File: config.mk
export PLATFORM = sky130hd
export DESIGN_NAME = screen_pixel_format_converter_flat
export DESIGN_NICKNAME = d
export VERILOG_FILES = /design/src/rtl/spfc_pkg.sv /design/src/rtl/spfc_in_if.sv /design/src/rtl/spfc_out_if.sv /design/src/rtl/spfc_cfg_regs.sv /design/src/rtl/spfc_convert.sv /design/src/rtl/screen_pixel_format_converter.sv /design/src/flat_wrapper.sv
export SDC_FILE = /design/constraint.sdc
export NUM_CORES = 1
export LEC_CHECK = 0
export BUFFER_PORTS_ARGS = -buffer_cell sky130_fd_sc_hd__buf_2
export CORE_UTILIZATION = 49
export DETAILED_ROUTE_END_ITERATION = 6
export PLACE_DENSITY = 0.69
export SYNTH_ARGS = -nofsm -noshare
export SYNTH_HDL_FRONTEND = slang
export SYNTH_HIERARCHICAL = 1
export SYNTH_SLANG_ARGS = --single-unit
File: constraint.sdc
create_clock -name clk -period 12.7 [get_ports clk]
set_input_delay 1.27 -clock clk [delete_from_list [all_inputs] [get_ports clk]]
set_output_delay 1.27 -clock clk [all_outputs]
set_load 0.01 [all_outputs]
File: src/rtl/spfc_pkg.sv
package spfc_pkg;

    localparam int PixelWidth = 32;
    localparam int ApbDataWidth = 32;
    localparam int ApbAddrWidth = 3;
    localparam int ModeWidth = 3;

    // Register index decoded from paddr[ApbAddrWidth-1:2].
    localparam logic REG_FORMAT_MODE = 1'b0;

    typedef enum logic [ModeWidth-1:0] {
        MODE_ARGB8888_SWAP   = 3'd0,
        MODE_ABGR8888_PASS   = 3'd1,
        MODE_RGB10A2_FLIP    = 3'd2,
        MODE_RGB10A2_NOFLIP  = 3'd3,
        MODE_BGR888          = 3'd4,
        MODE_RGB888          = 3'd5,
        MODE_UNSUPPORTED     = 3'd6
    } mode_t;

    typedef struct packed {
        logic [PixelWidth-1:0] pixel_out;
        logic                  supported;
    } result_t;

endpackage

File: src/rtl/spfc_in_if.sv
interface spfc_in_if;

    logic                              valid;
    logic                              ready;
    logic [spfc_pkg::PixelWidth-1:0]   pixel_in;

    modport source (output valid, output pixel_in, input ready);
    modport sink (input valid, input pixel_in, output ready);

endinterface

File: src/rtl/spfc_out_if.sv
interface spfc_out_if;

    logic                              valid;
    logic                              ready;
    logic [spfc_pkg::PixelWidth-1:0]   pixel_out;
    logic                              supported;

    modport source (output valid, output pixel_out, output supported, input ready);
    modport sink (input valid, input pixel_out, input supported, output ready);

endinterface

File: src/rtl/spfc_cfg_regs.sv
module spfc_cfg_regs
(
    input  logic                                clk,
    input  logic                                rst_n,
    input  logic                                psel,
    input  logic                                penable,
    input  logic                                pwrite,
    input  logic [spfc_pkg::ApbAddrWidth-1:0]   paddr,
    input  logic [spfc_pkg::ApbDataWidth-1:0]   pwdata,
    output logic [spfc_pkg::ApbDataWidth-1:0]   prdata,
    output logic                                pready,
    output spfc_pkg::mode_t                     format_mode
);

    logic [spfc_pkg::ModeWidth-1:0] mode_reg;
    logic [spfc_pkg::ModeWidth-1:0] mode_next;
    logic                           reg_sel;

    assign pready = 1'b1;
    assign reg_sel = (paddr[spfc_pkg::ApbAddrWidth-1:2] == spfc_pkg::REG_FORMAT_MODE);

    always_comb
    begin
        mode_next = mode_reg;
        if (psel && penable && pwrite && reg_sel)
        begin
            mode_next = pwdata[spfc_pkg::ModeWidth-1:0];
        end
    end

    always_ff @(posedge clk or negedge rst_n)
    begin
        if (!rst_n)
        begin
            mode_reg <= spfc_pkg::MODE_ARGB8888_SWAP;
        end
        else
        begin
            mode_reg <= mode_next;
        end
    end

    always_comb
    begin
        prdata = '0;
        if (reg_sel)
        begin
            prdata = {{(spfc_pkg::ApbDataWidth - spfc_pkg::ModeWidth){1'b0}}, mode_reg};
        end
    end

    assign format_mode = spfc_pkg::mode_t'(mode_reg);

endmodule

File: src/rtl/spfc_convert.sv
module spfc_convert
(
    input  logic [spfc_pkg::PixelWidth-1:0] pixel,
    input  spfc_pkg::mode_t                 format_mode,
    output spfc_pkg::result_t               result
);

    // Computes (170*v + 341) / 682, which is round(v*255/1023). The quotient
    // is estimated by multiplying with 384/2^18, which is never too large and
    // at most one too small, and then corrected with one compare.
    function automatic logic [7:0] ten_to_eight(input logic [9:0] v);
        logic [17:0] num;
        logic [26:0] prod;
        logic [8:0]  q_est;
        logic [17:0] rem;
        logic [8:0]  q;
        num = 18'(v) * 18'd170 + 18'd341;
        prod = 27'(num) * 27'd384;
        q_est = prod[26:18];
        rem = num - 18'(q_est) * 18'd682;
        q = (rem >= 18'd682) ? q_est + 9'd1 : q_est;
        return q[7:0];
    endfunction

    logic [7:0] c0;
    logic [7:0] c1;
    logic [7:0] c2;
    logic [7:0] alpha;

    assign c0 = ten_to_eight(pixel[9:0]);
    assign c1 = ten_to_eight(pixel[19:10]);
    assign c2 = ten_to_eight(pixel[29:20]);
    // Multiplying a two-bit value by 85 replicates it four times.
    assign alpha = {4{pixel[31:30]}};

    always_comb
    begin
        result.pixel_out = pixel;
        result.supported = 1'b1;
        case (format_mode)
            spfc_pkg::MODE_ARGB8888_SWAP:
            begin
                result.pixel_out = {pixel[31:24], pixel[7:0], pixel[15:8], pixel[23:16]};
            end
            spfc_pkg::MODE_ABGR8888_PASS:
            begin
                result.pixel_out = pixel;
            end
            spfc_pkg::MODE_RGB10A2_FLIP:
            begin
                result.pixel_out = {alpha, c0, c1, c2};
            end
            spfc_pkg::MODE_RGB10A2_NOFLIP:
            begin
                result.pixel_out = {alpha, c2, c1, c0};
            end
            spfc_pkg::MODE_BGR888, spfc_pkg::MODE_RGB888:
            begin
                result.pixel_out = {8'hFF, pixel[23:0]};
            end
            default:
            begin
                result.pixel_out = pixel;
                result.supported = 1'b0;
            end
        endcase
    end

endmodule

File: src/rtl/screen_pixel_format_converter.sv
// Channel   Modport  Payload             Transaction
// in_chan   sink     pixel_in            valid && ready
// out_chan  source   pixel_out, supported valid && ready
// apb       slave    format_mode         psel && penable && pwrite && pready
//
// A pixel is held in the input register after its transaction and its result is then
// loaded into the result register when that register is empty or being taken.
// One pixel is accepted per cycle while the output is taken every cycle.
// Latency is set by the input register and the result register.
// Reset clears the valid bits and sets the mode to ARGB8888 swap.
// A stalled output holds its result and stalls the input stage behind it once that stage holds a pixel.
module screen_pixel_format_converter
(
    input  logic                                clk,
    input  logic                                rst_n,
    input  logic                                psel,
    input  logic                                penable,
    input  logic                                pwrite,
    input  logic [spfc_pkg::ApbAddrWidth-1:0]   paddr,
    input  logic [spfc_pkg::ApbDataWidth-1:0]   pwdata,
    output logic [spfc_pkg::ApbDataWidth-1:0]   prdata,
    output logic                                pready,
    spfc_in_if.sink                             in_chan,
    spfc_out_if.source                          out_chan
);

    spfc_pkg::mode_t                  format_mode;
    spfc_pkg::result_t                conv_result;

    logic                             in_valid_reg;
    logic                             in_valid_next;
    logic [spfc_pkg::PixelWidth-1:0]  in_pixel_reg;
    logic                             out_valid_reg;
    logic                             out_valid_next;
    spfc_pkg::result_t                out_result_reg;
    logic                             out_load;
    logic                             in_load;

    spfc_cfg_regs u_cfg_regs
    (
        .clk         (clk),
        .rst_n       (rst_n),
        .psel        (psel),
        .penable     (penable),
        .pwrite      (pwrite),
        .paddr       (paddr),
        .pwdata      (pwdata),
        .prdata      (prdata),
        .pready      (pready),
        .format_mode (format_mode)
    );

    spfc_convert u_convert
    (
        .pixel       (in_pixel_reg),
        .format_mode (format_mode),
        .result      (conv_result)
    );

    assign out_load = !out_valid_reg || out_chan.ready;
    assign in_load = !in_valid_reg || out_load;
    assign in_chan.ready = in_load;

    always_comb
    begin
        in_valid_next = in_valid_reg;
        out_valid_next = out_valid_reg;
        if (in_load)
        begin
            in_valid_next = in_chan.valid;
        end
        if (out_load)
        begin
            out_valid_next = in_valid_reg;
        end
    end

    always_ff @(posedge clk or negedge rst_n)
    begin
        if (!rst_n)
        begin
            in_valid_reg <= 1'b0;
            out_valid_reg <= 1'b0;
        end
        else
        begin
            in_valid_reg <= in_valid_next;
            out_valid_reg <= out_valid_next;
        end
    end

    always_ff @(posedge clk)
    begin
        if (in_load && in_chan.valid)
        begin
            in_pixel_reg <= in_chan.pixel_in;
        end
        if (out_load && in_valid_reg)
        begin
            out_result_reg <= conv_result;
        end
    end

    assign out_chan.valid = out_valid_reg;
    assign out_chan.pixel_out = out_result_reg.pixel_out;
    assign out_chan.supported = out_result_reg.supported;

    a_accept_fills_input: assert property (@(posedge clk) disable iff (!rst_n)
        in_chan.valid && in_chan.ready |=> in_valid_reg)
        else $error("accepted pixel did not reach the input register");

    a_empty_is_ready: assert property (@(posedge clk) disable iff (!rst_n)
        !in_valid_reg && !out_valid_reg |-> in_chan.ready)
        else $error("empty pipeline refused a transaction");

    a_stall_keeps_input: assert property (@(posedge clk) disable iff (!rst_n)
        in_valid_reg && out_valid_reg && !out_chan.ready |=> in_valid_reg)
        else $error("input register lost a pixel during a stall");

endmodule

File: src/flat_wrapper.sv
// flat-port wrapper written by rule: the top's interface ports become plain ports
module screen_pixel_format_converter_flat 
  (clk, rst_n, psel, penable, pwrite, paddr, pwdata, prdata, pready, in_chan_valid, in_chan_pixel_in, in_chan_ready, out_chan_valid, out_chan_pixel_out, out_chan_supported, out_chan_ready);
  spfc_in_if in_chan_i ();
  spfc_out_if out_chan_i ();
  input  logic clk;
  input  logic rst_n;
  input  logic psel;
  input  logic penable;
  input  logic pwrite;
  input  logic [spfc_pkg::ApbAddrWidth-1:0] paddr;
  input  logic [spfc_pkg::ApbDataWidth-1:0] pwdata;
  output logic [spfc_pkg::ApbDataWidth-1:0] prdata;
  output logic pready;
  input wire logic [$bits(in_chan_i.valid)-1:0] in_chan_valid;
  input wire logic [$bits(in_chan_i.pixel_in)-1:0] in_chan_pixel_in;
  output wire logic [$bits(in_chan_i.ready)-1:0] in_chan_ready;
  output wire logic [$bits(out_chan_i.valid)-1:0] out_chan_valid;
  output wire logic [$bits(out_chan_i.pixel_out)-1:0] out_chan_pixel_out;
  output wire logic [$bits(out_chan_i.supported)-1:0] out_chan_supported;
  input wire logic [$bits(out_chan_i.ready)-1:0] out_chan_ready;
  assign in_chan_i.valid = in_chan_valid;
  assign in_chan_i.pixel_in = in_chan_pixel_in;
  assign in_chan_ready = in_chan_i.ready;
  assign out_chan_valid = out_chan_i.valid;
  assign out_chan_pixel_out = out_chan_i.pixel_out;
  assign out_chan_supported = out_chan_i.supported;
  assign out_chan_i.ready = out_chan_ready;
  screen_pixel_format_converter u_core (.clk(clk), .rst_n(rst_n), .psel(psel), .penable(penable), .pwrite(pwrite), .paddr(paddr), .pwdata(pwdata), .prdata(prdata), .pready(pready), .in_chan(in_chan_i), .out_chan(out_chan_i));
endmodule
---- After elaboration in Yosys (flattened, before gate mapping) ----
Index checks and enable logic that the tools add are counted.
operators by class
  multipliers ............................. 9
  mux-type cells .......................... 6
  eq/ne operators ......................... 5
  $lt $le $gt $ge ......................... 3
  bitwise gates (word level) .............. 1
  reductions and logical operators ........ 12
  $add $sub $neg .......................... 9
operators with widths
  cell                     number
  $pmux W32 S4             1
  $mul A18 B2 Y20 const B  3
  $add A18 B9 Y18 const B  3
  $ge A18 B10 Y1 const B   3
  $sub A18 B18 Y18         3
  $mul A10 B7 Y17 const B  3
  $mul A9 B9 Y17 const B   3
  $add A8 B1 Y8 const B    3
  $mux W8                  3
  $eq A3 B2 Y1 const B     2
  $eq A3 B3 Y1 const B     2
  $reduce_or A6 Y1         1
  $logic_and A1 B1 Y1      5
  $eq A3 B1 Y1 const B     1
  $logic_not A3 Y1         1
  $mux W3                  1
  $logic_not A1 Y1         2
  $logic_or A1 B1 Y1       2
  $reduce_or A2 Y1         1
  $mux W1                  1
  $not A1 Y1               1
storage, ports and cells
  output and inout port bits .............. 68
  input port bits ......................... 74
  flip-flop bits (word level) ............. 70
  logic and storage cells ................. 51

---- Logic depth before layout (Yosys ltp) ----
Gate-level depths: netlist (run 1).
  depth in word-level cells ............... 8
  mapped depth ............................ 54
  mapped depth without buffers ............ 54

---- Cells and area by module ----
The synthesis (run 1) kept the hierarchy.
modules (own cells, without submodules)
  module                         cells an instance  sequential area each (um^2)  area each (um^2)  times used
  spfc_convert                   1923               0.0                          14772.9           1
  screen_pixel_format_converter  73                 2001.9                       2055.7            1
  spfc_cfg_regs                  42                 75.1                         402.9             1

---- Worst setup path before layout (run 1) ----
No wires, ideal clock.
  kind .................................... reg2reg
  start point ............................. reg u_core/in_pixel_reg[11] (netlist bit)
  end point ............................... reg u_core.out_result_reg, in the netlist u_core/out_chan.pixel_out[14] (data pin)
  library setup time ...................... 0.152 ns
  data required time ...................... 12.548 ns
  cell stages (with the launch flop) ...... 49
  period minus slack after synthesis ...... 11.652 ns
  data arrival time ....................... 11.500 ns
  path buffers ............................ 0
  setup slack ............................. 1.048 ns
  cell sequence ........................... edfxtp_1 > ha_1 > fa_1 > ha_1 > inv_1 > fa_1 > inv_1 > ha_1 > a21oi_1 > o21ai_0 > o31ai_1 > xor2_1 > nor4_1 > nand2_1 > xor2_1 > inv_1 > ha_1 > and4_1 > [13 not listed] > o21ai_0 > a21oi_1 > o21ai_0 > a21oi_1 > o21ai_0 > nand2b_1 > xnor2_1 > ha_1 > a21oi_1 > nand2_1 > o31ai_1 > o21bai_1 > a21oi_1 > xnor3_1 > xnor2_1 > nor3_2 > or4_1 > a31oi_1
RTL lines
  item                      line                                  text
  start: declaration        screen_pixel_format_converter.sv:32   logic [spfc_pkg::PixelWidth-1:0] in_pixel_reg;
  start signal: assignment  screen_pixel_format_converter.sv:96   in_pixel_reg <= in_chan.pixel_in;
  end signal: assignment    screen_pixel_format_converter.sv:100  out_result_reg <= conv_result;
  end: declaration          screen_pixel_format_converter.sv:35   spfc_pkg::result_t out_result_reg;

==> run summary, run 1 <==
status: completed
vias per inst: 5.71
Arr. time, crit path: 12.04 ns
All-Layer GR Usage: 23.7%
Critical Path Fanout Max: 9
relative slew slack: 23.3%
starting density of the core: 49.9%
Die Area: 35,900 µm²
root buf cell: clkbuf_16
count of cell types in the netlist: 107
EDFF count, synth: 65
fraction of layout cells with a size suffix above 1: 11.4%
DRT Pass-1 Iters: 5
detailed placement HPWL: 35.5 mm
final setup vio count: 0
Maximum Capacitance Violations: 0
worst hold path class: flop to flop
max incr delay on CP: 0.52 ns
Sink Count: 70
most frequent CP cell: ha_1
Worst EP required: 12.76 ns
# IOs: 142
family with the most delay on the worst path: adder cells
WHS Path Cells: 1
CTS tree: yes
via count: 15,000
Final min period: 11.98 ns
first-pass GRT wire length: 69.6 mm
Seq/Total Area, Yosys: 12.1%
Die Ht: 190 µm
commonest non-fill, non-tap cell in the layout: ha_1
area grow syn2layout: 10.2%
antenna-violating nets left: 0
setup slack, reg-to-reg: 0.72 ns
kind of critical path: flop to flop
Worst-path clk slew: 0.07 ns
Routability Congestion: 0.900
port bufs: 80
cells after synthesis: 2,038
commonest cells after routing, fill and taps aside: 338 x ha_1, 293 x inv_1, 140 x a21oi_1, 120 x nor2_1, 105 x nand2_1
Startpoint Class: flop
Worst Hold Slack: 0.532 ns
synthesized area: 17,200 µm²
worst hold path startpoint: u_core/in_pixel_reg[31]
Longest Clk Path Bufs: 2
total number of yosys warnings: 6
Main synth FF type: edfxtp_1
Reg2Reg Depth: 46
vias in the first global route: 14,700
Nets: 2,654
worst skew pair latency: 0.36 ns
initial antenna violation count: 3
Worst Hold End: u_core/out_chan.pixel_out[31]
core region area: 34,500 µm²
Slew Limit Fails: 0
crit end category: flop
ys async rst share: 7.14%
Final Hold Viols: 0
final cell count without fillers: 2,622
Routed WL: 42.1 mm
GR Overflow Total: 0
crit share post-route: 94.3%
row cnt: 68
post-route setup TNS: 0 ns
FF-to-FF End: u_core/out_chan.pixel_out[4]
Reg-to-Reg Start: u_core/in_pixel_reg[3]
die width: 190 µm
antenna fix cells: 0
largest net degree at the start of global routing: 35
Cell Count Post-Placement: 2,589
Worst Tran Pin Value: 1.12 ns
H-tree Lvls: 3
WL/cell: 16.0 µm
crit path buf inv count: 6
DRC Markers: 0
Final Skew: 0.0161 ns
Post-Syn Area per Cell: 8.46 µm²
Slowest cell on crit path: fa_1
TritonCTS Buffers: 9
DRT iter0 DRCs: 999
synthesis-stage register bit count: 70
Achievable Freq: 83.5 MHz
## synthesized netlist by cell type (all sizes together) (6+ instances only)
| cell | number | area [µm²] |
|---|---|---|
| a22oi | 9 | 67.6 |
| xor2 | 66 | 601 |
| buf | 38 | 272 |
| ha | 342 | 4280 |
| a31oi | 18 | 119 |
| or3 | 15 | 95.1 |
| xnor3 | 6 | 136 |
| nor4 | 12 | 96.3 |
| nand2b | 32 | 200 |
| inv | 296 | 1110 |
| nand2 | 106 | 398 |
| a21o | 47 | 353 |
| o221ai | 12 | 105 |
| and3 | 19 | 119 |
| nor2b | 14 | 87.6 |
| nand4 | 12 | 90.1 |
| a21boi | 6 | 45.0 |
| and2 | 20 | 128 |
| fa | 76 | 1520 |
| xnor2 | 103 | 902 |
| o311ai | 6 | 77.6 |
| o211a | 6 | 60.1 |
| edfxtp | 65 | 1950 |
| o31ai | 19 | 148 |
| mux2i | 19 | 203 |
| a221oi | 7 | 67.6 |
| nor3 | 40 | 226 |
| nand3 | 37 | 185 |
| or2 | 10 | 62.6 |
| nand3b | 8 | 72.6 |
| o2111ai | 6 | 58.8 |
| o21a | 19 | 143 |
| nor2 | 122 | 458 |
| o22ai | 13 | 81.3 |
| clkbuf | 17 | 63.8 |
| a21oi | 142 | 711 |
| a211oi | 15 | 118 |
| a32oi | 6 | 52.6 |
| o21bai | 20 | 158 |
| o211ai | 26 | 195 |
| o21ai | 98 | 490 |
## cell families after synthesis
family	share of synthesized area [%]
AND/OR/NAND/NOR	14.6
flip-flops	12.1
AO/OA/AOI/OAI	20.0
multiplexers	1.57
adder cells (fa/ha/maj)	33.8
buffers and inverters	8.42
other	0.0436
XOR/XNOR	9.51
## per-stage QoR
step                      instance area (µm²)  worst slack (ns)  utilization (%)
after detailed placement                18300             0.315             53.0
final                                   19000             0.719             55.0
after global placement                  18300             0.401             53.0
after floorplan                         17300              1.05                -
after CTS                               18600             0.234             53.8
after global routing                    19000           -0.0280             55.0
## per-layer routing
metal	track usage, %	vias up	share of wire [%]
met5	0	-	0.11
met4	6.30	6	2.5
met3	3.91	72	5.7
met2	39.1	408	46
met1	31.8	7045	46
li1	-	7445	-
## cell type report
cell class	instances	area, µm²
fill	3208	15600
multi-input combinational	1644	14100
sequential	70	2080
inverter	297	1110
timing repair buffer	140	851
tap	455	569
clock buffer	9	225
clock inverter	7	70.1
## how the worst max path moves through the flow
stage	slack, ns	endpoint	start	cells past startpoint
2_1_floorplan	1.05	u_core/out_chan.pixel_out[14]	u_core/in_pixel_reg[11]	48
5_1_grt	-0.03	u_core/out_chan.pixel_out[20]	u_core/in_pixel_reg[3]	48
3_5_place_dp	0.31	u_core/out_chan.pixel_out[14]	u_core/in_pixel_reg[13]	48
6_report	0.72	u_core/out_chan.pixel_out[4]	u_core/in_pixel_reg[3]	46
4_1_cts	0.23	u_core/out_chan.pixel_out[14]	u_core/in_pixel_reg[13]	48
3_3_place_gp	0.40	u_core/out_chan.pixel_out[18]	u_core/in_pixel_reg[20]	47
## repair_timing
action / in CTS / in global routing
hold buffers: 0 / 0
resized for setup: 0 / 48
endpoints found under the setup margin: 0 / 24
buffers inserted: 0 / 17
## worst reg2reg max path: cells and delay by family, from the launching register on
family	cells	cell delay, ns
simple gates	11	1.96
xor+xnor	4	0.86
compound gates	13	2.95
buf+inv	6	0.63
flops	1	0.46
fa+ha+maj	12	4.83
Power of run 1 is not shown: default switching activity piles up to over one toggle a cycle in this logic, so the estimate is an artifact.
==> run 2: changes to the inputs <==
--- a/config.mk
+++ b/config.mk
@@ -5,10 +5,13 @@
 export SDC_FILE = /design/constraint.sdc
 export NUM_CORES = 1
 export LEC_CHECK = 0
+export ABC_AREA = 1
 export BUFFER_PORTS_ARGS = -buffer_cell sky130_fd_sc_hd__buf_2
-export CORE_UTILIZATION = 49
+export CELL_PAD_IN_SITES_DETAIL_PLACEMENT = 1
+export CELL_PAD_IN_SITES_GLOBAL_PLACEMENT = 1
+export CORE_UTILIZATION = 46
 export DETAILED_ROUTE_END_ITERATION = 6
-export PLACE_DENSITY = 0.69
+export PLACE_DENSITY = 0.85
 export SYNTH_ARGS = -nofsm -noshare
 export SYNTH_HDL_FRONTEND = slang
 export SYNTH_HIERARCHICAL = 1
==> run 2 against run 1 <==
Utilization down 5.1 points. Final cell count rose by 16%. Synthesized cell count increased by 19%. Sequential share of layout area grew 0.16 points. First-iteration DRC count is 25% lower. Maximum frequency rose by 1.3%. Via count is 8.6% higher. Critical path type unchanged.
==> run summary, run 2 <==
status: completed
relative slew slack: 29.4%
Worst-path clk slew: 0.08 ns
top cells by count, synth: 537 x nand2_1, 472 x inv_1, 342 x ha_1, 149 x nand3_1, 136 x a21oi_1
Worst EP required: 12.85 ns
Maximum Capacitance Violations: 0
H-tree Lvls: 3
largest net degree at the start of global routing: 34
Synth Area in Compound Gates: 9.71%
Fill cells: 4,954
Slowest cell on crit path: fa_1
vias per inst: 5.37
post-synthesis mux area share: 0%
commonest cells after routing, fill and taps aside: 537 x nand2_1, 471 x inv_1, 342 x ha_1, 149 x nand3_1, 135 x a21oi_1
die width: 197 µm
Routed WL: 51.2 mm
Post-Synth Adder-Cell Area: 33.1%
Seq/Total Area, Yosys: 11.9%
WL/cell: 16.9 µm
Final min period: 11.82 ns
total number of yosys warnings: 6
area grow syn2layout: 6.95%
Die Ht: 197 µm
Reg2Reg Depth: 62
Slew Limit Fails: 0
antenna-violating nets left: 0
ys async rst share: 7.14%
WHS Path Cells: 2
Achievable Freq: 84.6 MHz
Post-Syn Area per Cell: 7.20 µm²
Nets: 3,005
root buf cell: clkbuf_16
final cell count without fillers: 3,029
Synth top area share: 24.5%
synthesis-stage register bit count: 70
# IOs: 142
DRT iter0 DRCs: 746
cells after synthesis: 2,430
largest family of logic cells by synthesized area: adder cells
crit end category: flop
port bufs: 80
Reg-to-Reg Start: u_core/in_pixel_reg[3]
detailed placement HPWL: 44.2 mm
Die Area: 38,800 µm²
Arr. time, crit path: 11.97 ns
Setup crit start: u_core/in_pixel_reg[3]
EDFF count, synth: 65
worst skew pair latency: 0.38 ns
Longest Clk Path Bufs: 2
cell accounting for the most synthesized area: ha_1
Synth Area in XOR/XNOR: 7.26%
count of cell types in the netlist: 57
Sink Count: 70
via count: 16,300
top cells by area, synth: ha_1 24%, nand2_1 12%, edfxtp_1 11%
Final Skew: 0.0177 ns
final core occ: 49.8%
post-route setup TNS: 0 ns
Routability Congestion: 0.889
synthesized area: 17,500 µm²
Main synth FF type: edfxtp_1
Critical Path Fanout Max: 15
Startpoint Class: flop
max incr delay on CP: 0.55 ns
GR Overflow Total: 0
worst hold path class: flop to flop
initial antenna violation count: 0
most frequent CP cell: nand2_1
Final Hold Viols: 0
core region area: 37,600 µm²
row cnt: 71
commonest non-fill, non-tap cell in the layout: nand2_1
fraction of layout cells with a size suffix above 1: 9.69%
Synth Area in Simple Gates: 26.0%
starting density of the core: 46.6%
hold_buf cts: 0
worst hold path startpoint: u_core/in_valid_reg
antenna fix cells: 0
Worst Tran Pin Value: 1.05 ns
All-Layer GR Usage: 27.0%
top-count cell post-synth: nand2_1
DRC Markers: 0
vias in the first global route: 17,300
unrepaired setup endpoints after global routing: false
final setup vio count: 0
TritonCTS Buffers: 9
DRT Pass-1 Iters: 5
CTS tree: yes
kind of critical path: flop to flop
crit share post-route: 93.1%
Cell Count Post-Placement: 3,013
first-pass GRT wire length: 83.6 mm
==> run 2: cell types whose count changed in the layout (fill, tap and decap cells not counted), moves of 27 or more <==
cell      delta
nand2_1    +432
inv_1      +178
nand3_1    +113
nand2_2     +65
buf_4       -56
xnor2_1     -55
a21o_1      -39
nand4_1     +38
nand2b_1    -32
o21ai_0     -30
xor2_1      +27
==> run 2: repair_timing <==
action	4_1_cts	5_1_grt
resized for setup	0	4
endpoints found under the hold margin	0	0
buffers inserted	0	0
endpoints found under the setup margin	0	16
==> run 2: critical path, delay by kind of cell, from the launching register on <==
kind            cells  cell delay (ns)
fa+ha+maj          12             4.93
simple gates       28             2.85
xor+xnor            4             1.13
compound gates      8             1.35
buf+inv            10             0.76
flops               1             0.53
==> run 2: final timing paths <==
check	slack, ns	end
min in group asynchronous	0.71	u_core/u_cfg_regs/format_mode[1]
worst min register to register	0.55	u_core/out_chan.valid
max in group asynchronous	11.85	u_core/u_cfg_regs/format_mode[2]
worst min-delay path	0.55	u_core/out_chan.valid
worst max-delay path	0.88	u_core/out_chan.pixel_out[16]
worst max register to register	0.88	u_core/out_chan.pixel_out[16]
==> run 2: cell type report <==
type,count,area [µm²],area share [%]
inverters,483,1810,9.69
flip-flops and latches,70,2080,11.1
clock inverters,6,70.1,0.374
multi-input cells,1865,13500,71.9
well taps,511,639,3.42
clock buffers,10,229,1.22
repair buffers,84,430,2.30
==> run 2: per-stage QoR <==
step	hold WS [ns]	setup WS, ns	cell area [µm²]
final	0.552	0.876	18700
after global routing	0.596	0.0180	18700
after CTS	0.557	0.448	18700
after detailed placement	0.542	0.480	18400
after global placement	0.517	0.961	18400
after floorplan	0.469	2.42	17600
==> run 2: per-layer routing <==
| layer | global-route usage, % | up-vias | part of all wire, % |
|---|---|---|---|
| met5 | 0 | - | 0 |
| met1 | 31.8 | 7912 | 43 |
| li1 | - | 8002 | - |
| met2 | 50.5 | 278 | 51 |
| met3 | 2.97 | 78 | 2.6 |
| met4 | 8.90 | 0 | 2.8 |
==> run 2: kinds of logic (layout without fill, tap and decap cells) <==
logic type / Yosys count / count (layout)
simple gates: 990 / 990
buf+inv: 523 / 583
fa+ha+maj: 418 / 418
compound gates: 290 / 290
xor+xnor: 137 / 137
flops: 70 / 70
other cells: 2 / 30
Power of run 2 is left out for the same reason.
==> run 3: changes to the inputs <==
--- a/config.mk
+++ b/config.mk
@@ -5,13 +5,13 @@
 export SDC_FILE = /design/constraint.sdc
 export NUM_CORES = 1
 export LEC_CHECK = 0
-export ABC_AREA = 1
+export ABC_AREA = 0
 export BUFFER_PORTS_ARGS = -buffer_cell sky130_fd_sc_hd__buf_2
 export CELL_PAD_IN_SITES_DETAIL_PLACEMENT = 1
 export CELL_PAD_IN_SITES_GLOBAL_PLACEMENT = 1
-export CORE_UTILIZATION = 46
+export CORE_UTILIZATION = 49
 export DETAILED_ROUTE_END_ITERATION = 6
-export PLACE_DENSITY = 0.85
+export PLACE_DENSITY = 0.87
 export SYNTH_ARGS = -nofsm -noshare
 export SYNTH_HDL_FRONTEND = slang
 export SYNTH_HIERARCHICAL = 1
==> constraint.sdc (replaced) <==
create_clock -name clk -period 15.18 [get_ports clk]
set_input_delay 1.518 -clock clk [delete_from_list [all_inputs] [get_ports clk]]
set_output_delay 1.518 -clock clk [all_outputs]
set_load 0.01 [all_outputs]
==> run 3 against run 2 <==
First-iteration DRC count shrank 6.8%. Utilization grew 3.2 points. Register-to-register slack gained 0.38 ns. Sequential share of layout area grew 0.24 points. Wire length shrank 3.1%. Worst hold slack gained 0.031 ns. Critical path type unchanged. Critical endpoint is now u_core/out_chan.pixel_out[9].
==> run summary, run 3 (same netlist as run 1, synthesis figures left out) <==
vias per inst: 5.93
Final Skew: 0.0163 ns
Worst-path clk slew: 0.07 ns
largest net degree at the start of global routing: 36
core region area: 34,500 µm²
DRT Pass-1 Iters: 4
Maximum Capacitance Violations: 0
Die Area: 35,900 µm²
H-tree Lvls: 3
final cell count without fillers: 2,567
crit share post-route: 91.7%
Worst Tran Pin Value: 1.17 ns
commonest non-fill, non-tap cell in the layout: ha_1
DRC Markers: 0
hold_buf cts: 0
Sink Count: 70
Die Ht: 190 µm
Routed WL: 49.6 mm
root buf cell: clkbuf_16
Nets: 2,598
die width: 190 µm
port bufs: 80
vias in the first global route: 16,300
Setup WS post-layout: 1.25 ns
DRT iter0 DRCs: 695
fraction of layout cells with a size suffix above 1: 7.48%
row cnt: 68
crit end category: flop
final setup vio count: 0
area grow syn2layout: 6.30%
commonest cells after routing, fill and taps aside: 342 x ha_1, 293 x inv_1, 142 x a21oi_1, 122 x nor2_1, 106 x nand2_1
unrepaired setup endpoints after global routing: false
Fill cells: 4,240
Startpoint Class: flop
All-Layer GR Usage: 27.7%
Worst EP required: 15.23 ns
status: completed
Slowest cell on crit path: a2111oi_0
CTS tree: yes
worst hold path class: flop to flop
via count: 15,200
Achievable Freq: 71.8 MHz
Cell Count Post-Placement: 2,550
starting density of the core: 49.9%
most frequent CP cell: ha_1
Slew Limit Fails: 0
GR Overflow Total: 0
WL/cell: 19.3 µm
# IOs: 142
detailed placement HPWL: 41.6 mm
TritonCTS Buffers: 9
DP Worst Slack: 1.31 ns
Longest Clk Path Bufs: 2
relative slew slack: 21.7%
max incr delay on CP: 0.58 ns
worst skew pair latency: 0.35 ns
Routability Congestion: 0.879
Critical Path Fanout Max: 10
Final Hold Viols: 0
first-pass GRT wire length: 80.9 mm
antenna-violating nets left: 0
initial antenna violation count: 2
Arr. time, crit path: 13.97 ns
kind of critical path: flop to flop
Final min period: 13.93 ns
post-route setup TNS: 0 ns
[run 3: changes by cell type in the layout (fill, tap and decap cells not counted), moves of 25 or more]
cell      delta
nand2_1    -431
inv_1      -178
nand3_1    -112
nand2_2     -66
xnor2_1     +60
a21o_1      +39
nand4_1     -38
o21ai_0     +34
nand2b_1    +32
nor3_1      +25
[run 3: timing repair]
action                     CTS  global route
buffers inserted             0             0
hold endpoints to repair     0             0
setup endpoints to repair    0             5
gates resized for setup      0             1
[run 3: cell type report]
type,instances,area (µm²),area share [%]
inverters,297,1110,6.09
clock inverters,7,78.8,0.430
multi-input cells,1644,13800,75.4
diodes,1,2.50,0.0137
clock buffers,9,225,1.23
well taps,455,569,3.11
flip-flops and latches,70,2080,11.3
repair buffers,84,430,2.35
[run 3: routing by layer]
layer  up-vias  routed length [µm]  GRT usage [%]
met2       344               24700           50.5
met3        71                2050           3.34
met5         -                   0              0
met1      7474               21700           34.1
met4         0                1140           7.69
li1       7333                   -              -
[run 3: final timing paths]
kind | start | endpoint | slack [ns] | depth (start not counted)
setup / recovery | u_core/in_pixel_reg[11] | u_core/out_chan.pixel_out[9] | 1.25 | 48
hold / removal | u_core/in_pixel_reg[31] | u_core/out_chan.pixel_out[31] | 0.58 | 1
setup reg to reg | u_core/in_pixel_reg[11] | u_core/out_chan.pixel_out[9] | 1.25 | 48
hold reg to reg | u_core/in_pixel_reg[31] | u_core/out_chan.pixel_out[31] | 0.58 | 1
max in group asynchronous | rst_n | u_core/out_chan.valid | 14.06 | 1
min in group asynchronous | rst_n | u_core/u_cfg_regs/format_mode[1] | 0.97 | 1
[run 3: through the flow]
stage                     area (µm²)  utilization (%)  hold WS [ns]
after floorplan                17300                -         0.495
after global placement         18000             52.1         0.511
after detailed placement       18000             52.1         0.580
after CTS                      18300             53.0         0.574
after global routing           18300             53.0         0.612
final                          18300             53.0         0.583
[run 3: critical path, delay by kind of cell, from the launching register on]
kind / cells / cell delay (ns)
buffers and inverters: 5 / 0.48
xor gates and xnor gates: 7 / 2.03
muxes: 1 / 0.29
AOI/OAI and AO/OA: 16 / 3.82
adders and majority gates: 11 / 4.58
and+or+nand+nor: 8 / 1.80
DFF: 1 / 0.57
Power of run 3 is left out for the same reason.
